$ cat src/hw/rtl/psa_pkg.sv
// ============================================================================
// psa_pkg: shared types and constants of the page slot allocator
// Field widths of the request, response and configuration channels, the
// operation and status codes, and the sequencer states.
// ============================================================================
package psa_pkg;

  localparam int unsigned FuncW    = 2;
  localparam int unsigned PageIdW  = 7;
  localparam int unsigned SlotIdW  = 3;
  localparam int unsigned StatusW  = 2;
  localparam int unsigned CountW   = 10;
  localparam int unsigned SppW     = 4;
  localparam int unsigned FillW    = 4;

  localparam logic [SppW-1:0] SppReset = 4'd3;

  typedef enum logic [FuncW-1:0] {
    FUNC_INSERT = 2'd0,
    FUNC_DELETE = 2'd1,
    FUNC_LOOKUP = 2'd2,
    FUNC_UPDATE = 2'd3
  } func_e;

  typedef enum logic [StatusW-1:0] {
    STATUS_OK      = 2'd0,
    STATUS_INVALID = 2'd1,
    STATUS_NOPAGE  = 2'd2
  } status_e;

  typedef enum logic [2:0] {
    S_IDLE,
    S_CHK,
    S_INS_TOP,
    S_INS_PG,
    S_INS_MOD,
    S_RESP
  } state_e;

endpackage

$ cat src/hw/rtl/psa_if.sv
// ============================================================================
// psa_if: valid/ready channels of the page slot allocator
// Request, response and configuration channels, each with a source and a
// sink modport.
// ============================================================================
interface psa_req_if;
  logic                              valid;
  logic                              ready;
  logic [psa_pkg::FuncW-1:0]         func;
  logic [psa_pkg::PageIdW-1:0]       page_id;
  logic [psa_pkg::SlotIdW-1:0]       slot_id;

  modport source (output valid, output func, output page_id, output slot_id, input ready);
  modport sink   (input valid, input func, input page_id, input slot_id, output ready);
endinterface

interface psa_rsp_if;
  logic                              valid;
  logic                              ready;
  logic [psa_pkg::StatusW-1:0]       status;
  logic [psa_pkg::PageIdW-1:0]       result_page;
  logic [psa_pkg::SlotIdW-1:0]       result_slot;
  logic [psa_pkg::CountW-1:0]        record_count;

  modport source (output valid, output status, output result_page, output result_slot,
                  output record_count, input ready);
  modport sink   (input valid, input status, input result_page, input result_slot,
                  input record_count, output ready);
endinterface

interface psa_cfg_if;
  logic                              valid;
  logic                              ready;
  logic [psa_pkg::SppW-1:0]          slots_per_page;

  modport source (output valid, output slots_per_page, input ready);
  modport sink   (input valid, input slots_per_page, output ready);
endinterface

$ cat src/hw/rtl/page_slot_allocator.sv
// ============================================================================
// page_slot_allocator: bitmap slot allocator with a stack of open pages
// Keeps an occupancy bitmap and fill count per page in one memory and the
// pages with free slots in a second memory used as a stack.
// ============================================================================
//
//  channel  dir  carries                                   accepted when
//  -------  ---  ----------------------------------------  ----------------
//  req_i    in   func, page_id, slot_id                    valid && ready
//  rsp_o    out  status, result_page, result_slot,         valid && ready
//                record_count
//  cfg_i    in   slots_per_page                            valid && ready
//
//  A lookup or a delete passes through S_CHK, an insert through S_INS_TOP,
//  S_INS_PG if it takes the stack top, and S_INS_MOD, an update through
//  S_CHK and, if its slot is occupied, the insert states; all then load the
//  response register from S_RESP. Memory reads are registered: an insert
//  reads the stack top and then the page it names. The sequencer returns to
//  idle as the response is loaded and accepts the next request there. Reset
//  clears the sequencer, the counters and the output valid flag. Neither
//  memory is cleared: a page entry is only used once its page is open, and
//  the insert that opens a page writes it. A stack entry is only read below
//  the stack depth. A stalled response holds in the output register while
//  the next request is accepted and processed up to its response.
//
module page_slot_allocator #(
  parameter int unsigned MAX_PAGES     = 64,
  parameter int unsigned SLOT_MAP_BITS = 8
) (
  input  logic            clk_i,
  input  logic            rst_ni,
  psa_req_if.sink         req_i,
  psa_rsp_if.source       rsp_o,
  psa_cfg_if.sink         cfg_i
);

  // Page numbers run 0..MAX_PAGES, memory indices 0..MAX_PAGES-1.
  localparam int unsigned PW      = $clog2(MAX_PAGES + 1);
  localparam int unsigned IW      = (MAX_PAGES > 1) ? $clog2(MAX_PAGES) : 1;
  localparam int unsigned CW      = (PW > psa_pkg::PageIdW) ? PW : psa_pkg::PageIdW;
  localparam int unsigned MAP_CAP = (SLOT_MAP_BITS < 8) ? SLOT_MAP_BITS : 8;
  localparam int unsigned PM_W    = SLOT_MAP_BITS + psa_pkg::FillW;

  // --------------------------------------------------------------------------
  // Registers
  // --------------------------------------------------------------------------
  psa_pkg::state_e                 state_q, state_d;
  logic [psa_pkg::SppW-1:0]        spp_cfg_q;
  psa_pkg::func_e                  func_q, func_d;
  logic [CW-1:0]                   page_q, page_d;
  logic [psa_pkg::SlotIdW-1:0]     slot_q, slot_d;
  logic                            fresh_q, fresh_d;
  logic [PW-1:0]                   pages_in_use_q, pages_in_use_d;
  logic [PW-1:0]                   stack_depth_q, stack_depth_d;
  logic [psa_pkg::CountW-1:0]      total_q, total_d;
  psa_pkg::status_e                res_status_q, res_status_d;
  logic [psa_pkg::PageIdW-1:0]     res_page_q, res_page_d;
  logic [psa_pkg::SlotIdW-1:0]     res_slot_q, res_slot_d;
  logic                            out_valid_q, out_valid_d;
  logic [psa_pkg::StatusW-1:0]     out_status_q, out_status_d;
  logic [psa_pkg::PageIdW-1:0]     out_page_q, out_page_d;
  logic [psa_pkg::SlotIdW-1:0]     out_slot_q, out_slot_d;
  logic [psa_pkg::CountW-1:0]      out_count_q, out_count_d;

  // --------------------------------------------------------------------------
  // Memories: page bitmap and fill count, and the open page stack
  // --------------------------------------------------------------------------
  logic [PM_W-1:0] page_mem [MAX_PAGES];
  logic [PW-1:0]   stack_mem [MAX_PAGES];

  logic            pm_re, pm_we;
  logic [IW-1:0]   pm_raddr, pm_waddr;
  logic [PM_W-1:0] pm_wdata, pm_rdata_q;
  logic            st_re, st_we;
  logic [IW-1:0]   st_raddr, st_waddr;
  logic [PW-1:0]   st_wdata, st_rdata_q;

  always_ff @(posedge clk_i) begin
    if (pm_we) begin
      page_mem[pm_waddr] <= pm_wdata;
    end
    if (pm_re) begin
      pm_rdata_q <= page_mem[pm_raddr];
    end
  end

  always_ff @(posedge clk_i) begin
    if (st_we) begin
      stack_mem[st_waddr] <= st_wdata;
    end
    if (st_re) begin
      st_rdata_q <= stack_mem[st_raddr];
    end
  end

  // --------------------------------------------------------------------------
  // Shared datapath
  // --------------------------------------------------------------------------
  logic                        req_fire;
  logic                        out_free;
  logic [psa_pkg::SppW-1:0]    spp;
  logic [SLOT_MAP_BITS-1:0]    rd_bitmap, pg_bitmap, bm_shift;
  logic [psa_pkg::FillW-1:0]   rd_fill, pg_fill, fill_dec, fill_inc;
  logic                        page_ok, occupied;
  logic                        pages_full, stack_full, top_ok;
  logic [7:0]                  bm8;
  logic                        free_found;
  logic [psa_pkg::SlotIdW-1:0] free_slot;

  assign req_fire   = req_i.valid && req_i.ready;
  assign out_free   = !out_valid_q || rsp_o.ready;
  assign pages_full = (pages_in_use_q >= PW'(MAX_PAGES));
  assign stack_full = (stack_depth_q >= PW'(MAX_PAGES));

  // Effective slots per page, saturated into 1..MAP_CAP.
  always_comb begin
    if (spp_cfg_q == '0) begin
      spp = psa_pkg::SppW'(1);
    end else if (spp_cfg_q > psa_pkg::SppW'(MAP_CAP)) begin
      spp = psa_pkg::SppW'(MAP_CAP);
    end else begin
      spp = spp_cfg_q;
    end
  end

  assign rd_bitmap = pm_rdata_q[PM_W-1:psa_pkg::FillW];
  assign rd_fill   = pm_rdata_q[psa_pkg::FillW-1:0];

  // A page just opened has never been written and counts as empty.
  assign pg_bitmap = fresh_q ? '0 : rd_bitmap;
  assign pg_fill   = fresh_q ? '0 : rd_fill;

  assign page_ok  = (page_q != '0) && (page_q <= CW'(pages_in_use_q));
  assign bm_shift = rd_bitmap >> slot_q;
  assign occupied = page_ok && (int'(slot_q) < SLOT_MAP_BITS) && bm_shift[0];
  assign fill_dec = (rd_fill != '0) ? rd_fill - 1'b1 : rd_fill;
  assign fill_inc = pg_fill + 1'b1;
  assign top_ok   = (st_rdata_q != '0) && (st_rdata_q <= pages_in_use_q);

  // Lowest free slot among the usable ones.
  assign bm8 = 8'(pg_bitmap);
  always_comb begin
    free_found = 1'b0;
    free_slot  = '0;
    for (int i = 7; i >= 0; i--) begin
      if ((i < int'(spp)) && !bm8[i]) begin
        free_found = 1'b1;
        free_slot  = psa_pkg::SlotIdW'(i);
      end
    end
  end

  // --------------------------------------------------------------------------
  // Sequencer: next state
  // --------------------------------------------------------------------------
  always_comb begin
    state_d = state_q;
    unique case (state_q)
      psa_pkg::S_IDLE: begin
        if (req_fire) begin
          state_d = (psa_pkg::func_e'(req_i.func) == psa_pkg::FUNC_INSERT) ?
                    psa_pkg::S_INS_TOP : psa_pkg::S_CHK;
        end
      end
      psa_pkg::S_CHK: begin
        if (func_q == psa_pkg::FUNC_UPDATE && occupied) begin
          state_d = psa_pkg::S_INS_TOP;
        end else begin
          state_d = psa_pkg::S_RESP;
        end
      end
      psa_pkg::S_INS_TOP: begin
        if (stack_depth_q != '0) begin
          state_d = psa_pkg::S_INS_PG;
        end else if (pages_full) begin
          state_d = psa_pkg::S_RESP;
        end else begin
          state_d = psa_pkg::S_INS_MOD;
        end
      end
      psa_pkg::S_INS_PG: begin
        state_d = top_ok ? psa_pkg::S_INS_MOD : psa_pkg::S_RESP;
      end
      psa_pkg::S_INS_MOD: begin
        state_d = psa_pkg::S_RESP;
      end
      psa_pkg::S_RESP: begin
        if (out_free) begin
          state_d = psa_pkg::S_IDLE;
        end
      end
      default: begin
        state_d = psa_pkg::S_IDLE;
      end
    endcase
  end

  // --------------------------------------------------------------------------
  // Sequencer: memory accesses and register updates
  // --------------------------------------------------------------------------
  always_comb begin
    func_d         = func_q;
    page_d         = page_q;
    slot_d         = slot_q;
    fresh_d        = fresh_q;
    pages_in_use_d = pages_in_use_q;
    stack_depth_d  = stack_depth_q;
    total_d        = total_q;
    res_status_d   = res_status_q;
    res_page_d     = res_page_q;
    res_slot_d     = res_slot_q;
    out_valid_d    = out_valid_q && !rsp_o.ready;
    out_status_d   = out_status_q;
    out_page_d     = out_page_q;
    out_slot_d     = out_slot_q;
    out_count_d    = out_count_q;
    pm_re          = 1'b0;
    pm_raddr       = IW'(page_q - 1'b1);
    pm_we          = 1'b0;
    pm_waddr       = IW'(page_q - 1'b1);
    pm_wdata       = '0;
    st_re          = 1'b0;
    st_raddr       = IW'(stack_depth_q - 1'b1);
    st_we          = 1'b0;
    st_waddr       = IW'(stack_depth_q);
    st_wdata       = '0;

    unique case (state_q)
      psa_pkg::S_IDLE: begin
        if (req_fire) begin
          func_d     = psa_pkg::func_e'(req_i.func);
          page_d     = CW'(req_i.page_id);
          slot_d     = req_i.slot_id;
          fresh_d    = 1'b0;
          res_status_d = psa_pkg::STATUS_OK;
          res_page_d = '0;
          res_slot_d = '0;
          pm_re      = 1'b1;
          pm_raddr   = IW'(CW'(req_i.page_id) - 1'b1);
        end
      end

      psa_pkg::S_CHK: begin
        if (func_q == psa_pkg::FUNC_LOOKUP) begin
          res_status_d = occupied ? psa_pkg::STATUS_OK : psa_pkg::STATUS_INVALID;
        end else if (!occupied) begin
          res_status_d = psa_pkg::STATUS_INVALID;
        end else begin
          // Delete, and the first step of an update: clear the bit, and reopen the
          // page when it drops from full to one short of full and the stack has room.
          pm_we    = 1'b1;
          pm_wdata = {rd_bitmap & ~(SLOT_MAP_BITS'(1) << slot_q), fill_dec};
          if (total_q != '0) begin
            total_d = total_q - 1'b1;
          end
          if (({1'b0, fill_dec} + 1'b1) == {1'b0, spp} && !stack_full) begin
            st_we         = 1'b1;
            st_wdata      = PW'(page_q);
            stack_depth_d = stack_depth_q + 1'b1;
          end
          res_status_d = psa_pkg::STATUS_OK;
        end
      end

      psa_pkg::S_INS_TOP: begin
        if (stack_depth_q != '0) begin
          st_re = 1'b1;
        end else if (pages_full) begin
          res_status_d = psa_pkg::STATUS_NOPAGE;
        end else begin
          // Open the next page and put it on the empty stack.
          pages_in_use_d = pages_in_use_q + 1'b1;
          st_we          = 1'b1;
          st_wdata       = pages_in_use_q + 1'b1;
          stack_depth_d  = stack_depth_q + 1'b1;
          page_d         = CW'(pages_in_use_q + 1'b1);
          fresh_d        = 1'b1;
        end
      end

      psa_pkg::S_INS_PG: begin
        if (!top_ok) begin
          stack_depth_d = stack_depth_q - 1'b1;
          res_status_d  = psa_pkg::STATUS_NOPAGE;
        end else begin
          page_d   = CW'(st_rdata_q);
          fresh_d  = 1'b0;
          pm_re    = 1'b1;
          pm_raddr = IW'(st_rdata_q - 1'b1);
        end
      end

      psa_pkg::S_INS_MOD: begin
        if (!free_found) begin
          // Stale top after the slot count was lowered: drop it.
          stack_depth_d = stack_depth_q - 1'b1;
          res_status_d  = psa_pkg::STATUS_NOPAGE;
        end else begin
          pm_we    = 1'b1;
          pm_wdata = {pg_bitmap | (SLOT_MAP_BITS'(1) << free_slot), fill_inc};
          total_d  = total_q + 1'b1;
          if (fill_inc >= spp) begin
            stack_depth_d = stack_depth_q - 1'b1;
          end
          res_status_d = psa_pkg::STATUS_OK;
          res_page_d   = psa_pkg::PageIdW'(page_q);
          res_slot_d   = free_slot;
        end
      end

      psa_pkg::S_RESP: begin
        if (out_free) begin
          out_valid_d  = 1'b1;
          out_status_d = res_status_q;
          out_page_d   = res_page_q;
          out_slot_d   = res_slot_q;
          out_count_d  = total_q;
        end
      end

      default: begin
        out_valid_d = out_valid_q && !rsp_o.ready;
      end
    endcase
  end

  // --------------------------------------------------------------------------
  // State registers
  // --------------------------------------------------------------------------
  always_ff @(posedge clk_i or negedge rst_ni) begin
    if (!rst_ni) begin
      state_q        <= psa_pkg::S_IDLE;
      spp_cfg_q      <= psa_pkg::SppReset;
      pages_in_use_q <= '0;
      stack_depth_q  <= '0;
      total_q        <= '0;
      fresh_q        <= 1'b0;
      out_valid_q    <= 1'b0;
    end else begin
      state_q        <= state_d;
      pages_in_use_q <= pages_in_use_d;
      stack_depth_q  <= stack_depth_d;
      total_q        <= total_d;
      fresh_q        <= fresh_d;
      out_valid_q    <= out_valid_d;
      if (cfg_i.valid && cfg_i.ready) begin
        spp_cfg_q <= cfg_i.slots_per_page;
      end
    end
  end

  always_ff @(posedge clk_i) begin
    func_q       <= func_d;
    page_q       <= page_d;
    slot_q       <= slot_d;
    res_status_q <= res_status_d;
    res_page_q   <= res_page_d;
    res_slot_q   <= res_slot_d;
    out_status_q <= out_status_d;
    out_page_q   <= out_page_d;
    out_slot_q   <= out_slot_d;
    out_count_q  <= out_count_d;
  end

  // --------------------------------------------------------------------------
  // Ports
  // --------------------------------------------------------------------------
  assign req_i.ready        = (state_q == psa_pkg::S_IDLE);
  assign cfg_i.ready        = 1'b1;
  assign rsp_o.valid        = out_valid_q;
  assign rsp_o.status       = out_status_q;
  assign rsp_o.result_page  = out_page_q;
  assign rsp_o.result_slot  = out_slot_q;
  assign rsp_o.record_count = out_count_q;

`ifndef SYNTH
  // The stack never holds more entries than it has room for.
  a_stack_bound: assert property (@(posedge clk_i) disable iff (!rst_ni)
    stack_depth_q <= PW'(MAX_PAGES))
    else $error("open page stack deeper than its capacity");

  // Pages are never closed once opened.
  a_pages_monotonic: assert property (@(posedge clk_i) disable iff (!rst_ni)
    1'b1 |=> pages_in_use_q >= $past(pages_in_use_q))
    else $error("pages in use decreased");

  // A new response only appears after the response state.
  a_rsp_from_resp: assert property (@(posedge clk_i) disable iff (!rst_ni)
    $rose(rsp_o.valid) |-> $past(state_q == psa_pkg::S_RESP))
    else $error("response raised outside the response state");

  // An accepted request starts the sequencer.
  a_req_starts: assert property (@(posedge clk_i) disable iff (!rst_ni)
    (req_i.valid && req_i.ready) |=>
      (state_q == psa_pkg::S_CHK || state_q == psa_pkg::S_INS_TOP))
    else $error("accepted request did not start an operation");
`endif

endmodule
$ cat src/flat_wrapper.sv
// flat-port wrapper written by rule: the top's interface ports become plain ports
module page_slot_allocator_flat 
#(
  parameter int unsigned MAX_PAGES     = 64,
  parameter int unsigned SLOT_MAP_BITS = 8
)
  (clk_i, rst_ni, req_i_valid, req_i_func, req_i_page_id, req_i_slot_id, req_i_ready, rsp_o_valid, rsp_o_status, rsp_o_result_page, rsp_o_result_slot, rsp_o_record_count, rsp_o_ready, cfg_i_valid, cfg_i_slots_per_page, cfg_i_ready);
  psa_req_if req_i_i ();
  psa_rsp_if rsp_o_i ();
  psa_cfg_if cfg_i_i ();
  input  logic clk_i;
  input  logic rst_ni;
  input wire logic [$bits(req_i_i.valid)-1:0] req_i_valid;
  input wire logic [$bits(req_i_i.func)-1:0] req_i_func;
  input wire logic [$bits(req_i_i.page_id)-1:0] req_i_page_id;
  input wire logic [$bits(req_i_i.slot_id)-1:0] req_i_slot_id;
  output wire logic [$bits(req_i_i.ready)-1:0] req_i_ready;
  output wire logic [$bits(rsp_o_i.valid)-1:0] rsp_o_valid;
  output wire logic [$bits(rsp_o_i.status)-1:0] rsp_o_status;
  output wire logic [$bits(rsp_o_i.result_page)-1:0] rsp_o_result_page;
  output wire logic [$bits(rsp_o_i.result_slot)-1:0] rsp_o_result_slot;
  output wire logic [$bits(rsp_o_i.record_count)-1:0] rsp_o_record_count;
  input wire logic [$bits(rsp_o_i.ready)-1:0] rsp_o_ready;
  input wire logic [$bits(cfg_i_i.valid)-1:0] cfg_i_valid;
  input wire logic [$bits(cfg_i_i.slots_per_page)-1:0] cfg_i_slots_per_page;
  output wire logic [$bits(cfg_i_i.ready)-1:0] cfg_i_ready;
  assign req_i_i.valid = req_i_valid;
  assign req_i_i.func = req_i_func;
  assign req_i_i.page_id = req_i_page_id;
  assign req_i_i.slot_id = req_i_slot_id;
  assign req_i_ready = req_i_i.ready;
  assign rsp_o_valid = rsp_o_i.valid;
  assign rsp_o_status = rsp_o_i.status;
  assign rsp_o_result_page = rsp_o_i.result_page;
  assign rsp_o_result_slot = rsp_o_i.result_slot;
  assign rsp_o_record_count = rsp_o_i.record_count;
  assign rsp_o_i.ready = rsp_o_ready;
  assign cfg_i_i.valid = cfg_i_valid;
  assign cfg_i_i.slots_per_page = cfg_i_slots_per_page;
  assign cfg_i_ready = cfg_i_i.ready;
  page_slot_allocator #(.MAX_PAGES(MAX_PAGES), .SLOT_MAP_BITS(SLOT_MAP_BITS)) u_core (.clk_i(clk_i), .rst_ni(rst_ni), .req_i(req_i_i), .rsp_o(rsp_o_i), .cfg_i(cfg_i_i));
endmodule
$ cat config.mk
export PLATFORM = sky130hd
export DESIGN_NAME = page_slot_allocator_flat
export DESIGN_NICKNAME = d
export VERILOG_FILES = /design/src/hw/rtl/psa_pkg.sv /design/src/hw/rtl/psa_if.sv /design/src/hw/rtl/page_slot_allocator.sv /design/src/flat_wrapper.sv
export SDC_FILE = /design/constraint.sdc
export NUM_CORES = 2
export LEC_CHECK = 0
export BUFFER_PORTS_ARGS = -buffer_cell sky130_fd_sc_hd__buf_2
export CAP_MARGIN = 20
export CELL_PAD_IN_SITES_DETAIL_PLACEMENT = 1
export CELL_PAD_IN_SITES_GLOBAL_PLACEMENT = 2
export CORE_MARGIN = 2
export CORE_UTILIZATION = 54
export CTS_BUF_LIST = sky130_fd_sc_hd__clkbuf_2 sky130_fd_sc_hd__clkbuf_4 sky130_fd_sc_hd__clkbuf_8
export DETAILED_ROUTE_END_ITERATION = 8
export HOLD_SLACK_MARGIN = 0.02
export PLACE_DENSITY_LB_ADDON = 0.3
export SYNTH_ARGS = -nofsm -noshare
export SYNTH_HDL_FRONTEND = slang
export SYNTH_SLANG_ARGS = --single-unit
$ cat constraint.sdc
create_clock -name clk_i -period 13.14 [get_ports clk_i]
set_clock_uncertainty 0.1 [all_clocks]
set_input_delay 1.314 -clock clk_i [delete_from_list [all_inputs] [get_ports clk_i]]
set_output_delay 1.314 -clock clk_i [all_outputs]
set_load 0.03 [all_outputs]
==> run summary <==
The flow ran to the end, and the final reports show no timing, DRC or antenna violations. At the later pin of the worst-skew pair, clock insertion delay measures 0.91 ns. Power spread over the standard cell area amounts to 230 nW/um^2. The minimum clock period was 5.75 ns. The logs give 32686 for the number of global-route vias before repair and 3279 for the number of cells produced by synthesis. For the worst setup path, the data required time is 13.67 ns. For this run, asynchronously set or reset flops after synthesis account for 2.51%. Summing all multi-input logic gate instances after layout gives 13600 sq um.

The tools report the remaining number of nets flagged by the antenna check after routing as 0. The total iterations of the first detailed-routing run came out at 8. The initialized floorplan defines 115 standard-cell rows. Entering global routing, the biggest net connects 157 pins. In this run the standard cell core region covers 98400 sq um. The clock slew at the register clock pins of the worst setup and hold paths is 0.06 ns, and the leakage power summed over all cells is 20.3 nW. STA classifies the critical path endpoint as a flip-flop.

After layout, the worst setup slack is 7.39 ns. Cell taking the most area after synthesis: sky130_fd_sc_hd__edfxtp_1. The worst hold path depth was 0. The number of enable flip-flop cells after synthesis is 1281, and the wire length after detailed routing is 147000 um.

Max-cap violations in this run came to 0. The final hold violation count was 0. After synthesis, flip-flops and latches occupy 73.2% of the total area.

For the final-layout fill cell count, the log shows 8920. The tree is rooted in a sky130_fd_sc_hd__clkbuf_8. The number of nets handed over by synthesis was 3340. The number of primary I/O pins was 46. The critical path goes through inv_1 > ha_1 > nand4_1 > a21oi_1 > o21a_4 > nand2b_1 > mux2i_4 > buf_12 > mux2i_1 > o221ai_1 > o32a_1 > a31oi_1 > o41ai_1. For the core utilization of the finished layout, the log shows 60.8%. For the worst relative slew slack, the log shows 22.8%.

Sorting the synthesized cells by area gives the leading types as sky130_fd_sc_hd__edfxtp_1, sky130_fd_sc_hd__mux4_2, sky130_fd_sc_hd__nand2_1, sky130_fd_sc_hd__mux2i_1, sky130_fd_sc_hd__dfrtp_1. The run gives 89700 um as the post-DP HPWL. In this run the deepest clock path goes through 3 buffers. The setup slack on the worst flop-to-flop path is 7.39 ns. Dividing the detail-routed via count by the number of cells gives 6.33. The average instance in the mapped netlist occupies 16.4 sq um. For the final routed database, the setup TNS stands at 0 ns.

The run gives 39300 sq um as the area taken by flip-flops and latches. The netlist uses 77 different library cells. In the routed design, unresolved DRC markers number 0. The maximum ir drop on the vdd rail was 0.220 mV. The critical path in this run is classified as flip-flop to flip-flop. Port buffering added 44 buffers. The tools report the CTS H-tree depth as 4.

Setup repair after global routing left no endpoint under its margin. Total congestion overflow after global routing: 0. The mapped netlist covers 53600 sq um. The logs give 3512 for the number of nets in the finished design and 205 for the number of CTS-inserted buffers. The number of instances resized during post-cts repair is 0, and the slew at the pin with the worst max-slew slack is 1.15 ns.

The tools report the total setup buffers inserted after CTS as 0. The first-pass GRT wire length came out at 218000 um. The type of the tightest min-delay check was flip-flop to flip-flop. TritonCTS built the clock tree. Hold repair after CTS inserted 0 buffers.

The slowest stage of the critical path belongs to the cell sky130_fd_sc_hd__mux2i_4. The number of register bits inferred by synthesis was 1314; the total number of clock tree sinks was 1314. The worst register-to-register path has a depth of 13. At the end of routability-driven placement, the weighted congestion stood at 0.890. Prevailing post-synth register cell: sky130_fd_sc_hd__edfxtp_1. Dividing the final minimum period by the clock period gives 43.8%. The peak fanout along the critical path is 156. For this run, the number of Yosys warnings is 0. Global routing used 29.0% of the available tracks across all layers. The die is 319 um tall. OpenSTA, run right after detailed placement, puts the worst setup slack at 7.22 ns.

The first routing iteration left 3330 violations. For the maximum achievable frequency, the log shows 174 MHz. Relative to the synthesized area, the layout overhead comes to 11.5%. The fraction of final layout cells with drive strength greater than 1 is 20.7%, and the delay of the slowest cell on the worst path is 0.92 ns. Sum of buffers and inverters on the critical path: 2. After detailed routing, the average wire length per cell comes to 29.9 um.

The routed layout has 31114 vias. For the number of antenna violations at the first check in global routing, the log shows 5. The proportion of netlist area held by the largest area contributor came out at 71.7%. The die covers 102000 sq um. The number of slew-limit violations in the final report was 0.

The critical path launch point type was a flip-flop. Counting buffers and inverters, the worst setup path is 13 cells deep. The initial standard-cell utilization of the core is 54.5%. The gate family responsible for the most delay along the worst path was compound AO/OA/AOI/OAI gates. Data arrives at the worst endpoint at 6.28 ns. Setup violations remaining at the end of the flow were counted as 0. The die span in x is 319 um.
[cell type report]
type	count	share of cell area, %
sequential	1314	65.7
antenna	8	0.0335
tap	1287	2.69
timing repair buffer	151	1.90
inverter	29	0.182
multi-input combinational	1750	22.7
clock buffer	278	5.68
clock inverter	98	1.09
[through the flow]
stage	area [sq um]	total power [mW]	instances	hold WS, ns
floorplan	53600	8.60	3279	0.300
global placement	55400	10.2	4493	0.310
detailed placement	55600	10.4	4517	0.306
CTS	59600	13.8	4893	0.311
global route	59800	14.3	4911	0.312
finish	59800	13.8	4915	0.315
[kinds of logic (layout without fill, tap and decap cells)]
kind of cell	Yosys count	after routing	synth area share, %
XOR/XNOR	51	51	0.833
other	1	9	0.00699
AND/OR/NAND/NOR	960	960	7.80
AO/OA/AOI/OAI	410	410	5.43
buffers and inverters	215	556	1.89
adder cells (fa/ha/maj)	40	40	0.947
multiplexers	288	288	9.86
flip-flops	1314	1314	73.2
[sequential cells by signal (all words and copies together) (netlist names), 4 cells and up]
signal / count
u_core.stack_mem: 448
u_core.stack_depth_q: 7
u_core.total_q: 10
u_core.res_page_q: 7
u_core.pages_in_use_q: 7
u_core.rsp_o.record_count: 10
u_core.rsp_o.result_page: 7
u_core.spp_cfg_q: 4
u_core.page_q: 7
u_core.pm_rdata_q: 12
u_core.st_rdata_q: 7
u_core.page_mem: 768
[worst register-to-register path: cells and delay by family, from the launching register on]
kind / cells / cell delay [ns]
AO/OA/AOI/OAI: 6 / 1.80
adder cells (fa/ha/maj): 1 / 0.33
buffers and inverters: 2 / 0.79
multiplexers: 2 / 1.53
flip-flops: 1 / 0.44
AND/OR/NAND/NOR: 2 / 0.51
[cells in the final DEF (no fill, tap or decap), types with 31 or more instances in the layout]
| master | synthesis | routed |
|---|---|---|
| sky130_fd_sc_hd__buf_4 | 14 | 82 |
| sky130_fd_sc_hd__buf_2 | 55 | 46 |
| sky130_fd_sc_hd__a31oi_1 | 87 | 87 |
| sky130_fd_sc_hd__edfxtp_1 | 1281 | 1281 |
| sky130_fd_sc_hd__ha_1 | 39 | 38 |
| sky130_fd_sc_hd__o221ai_1 | 41 | 40 |
| sky130_fd_sc_hd__o22ai_1 | 34 | 31 |
| sky130_fd_sc_hd__clkinv_1 | 2 | 46 |
| sky130_fd_sc_hd__a21oi_1 | 79 | 79 |
| sky130_fd_sc_hd__mux2i_1 | 84 | 84 |
| sky130_fd_sc_hd__clkbuf_4 | 0 | 68 |
| sky130_fd_sc_hd__clkbuf_8 | 0 | 210 |
| sky130_fd_sc_hd__clkinv_2 | 0 | 33 |
| sky130_fd_sc_hd__nand3_1 | 54 | 54 |
| sky130_fd_sc_hd__and3_1 | 94 | 94 |
| sky130_fd_sc_hd__nand2_1 | 528 | 526 |
| sky130_fd_sc_hd__nor2_1 | 180 | 170 |
| sky130_fd_sc_hd__mux4_2 | 190 | 190 |
[cells in the mapped netlist, drive strengths merged (19+ instances only)]
library cell and count:
nand2 530, o221ai 49, clkbuf 90, inv 27, nand3 54, buf 96
dfrtp 31, xor2 19, a211oi 21, a21oi 79, xnor2 32, o21ai 37
o22ai 34, edfxtp 1281, nor3 19, mux2i 85, nor2b 21, ha 39
and3 94, nor2 181, a31oi 87, mux4 190
[per-layer routing]
| metal | part of all wire, % | wire (um) | global-route usage (%) |
|---|---|---|---|
| met1 | 40 | 59000 | 39.1 |
| met2 | 50 | 73500 | 48.2 |
| met3 | 6.3 | 9320 | 4.85 |
| met4 | 3.5 | 5120 | 10.4 |
| met5 | 0.012 | 17 | 0 |
[final timing paths]
check	startpoint	to
hold / removal	u_core.res_slot_q[1]	u_core.rsp_o.result_slot[1]
min in group asynchronous	rst_ni	u_core.pages_in_use_q[6]
setup / recovery	u_core.pages_in_use_q[6]	u_core.pm_rdata_q[11]
max in group asynchronous	rst_ni	u_core.stack_depth_q[0]
setup reg to reg	u_core.pages_in_use_q[6]	u_core.pm_rdata_q[11]
hold reg to reg	u_core.res_slot_q[1]	u_core.rsp_o.result_slot[1]
[report_power, final]
group          switching [mW]  leakage, nW  internal (mW)
logic                    3.34         5.76           1.69
registers               0.207         12.3           5.09
clock network            1.63         2.16           1.79
No activity file was read; power rests on OpenSTA's default activity.
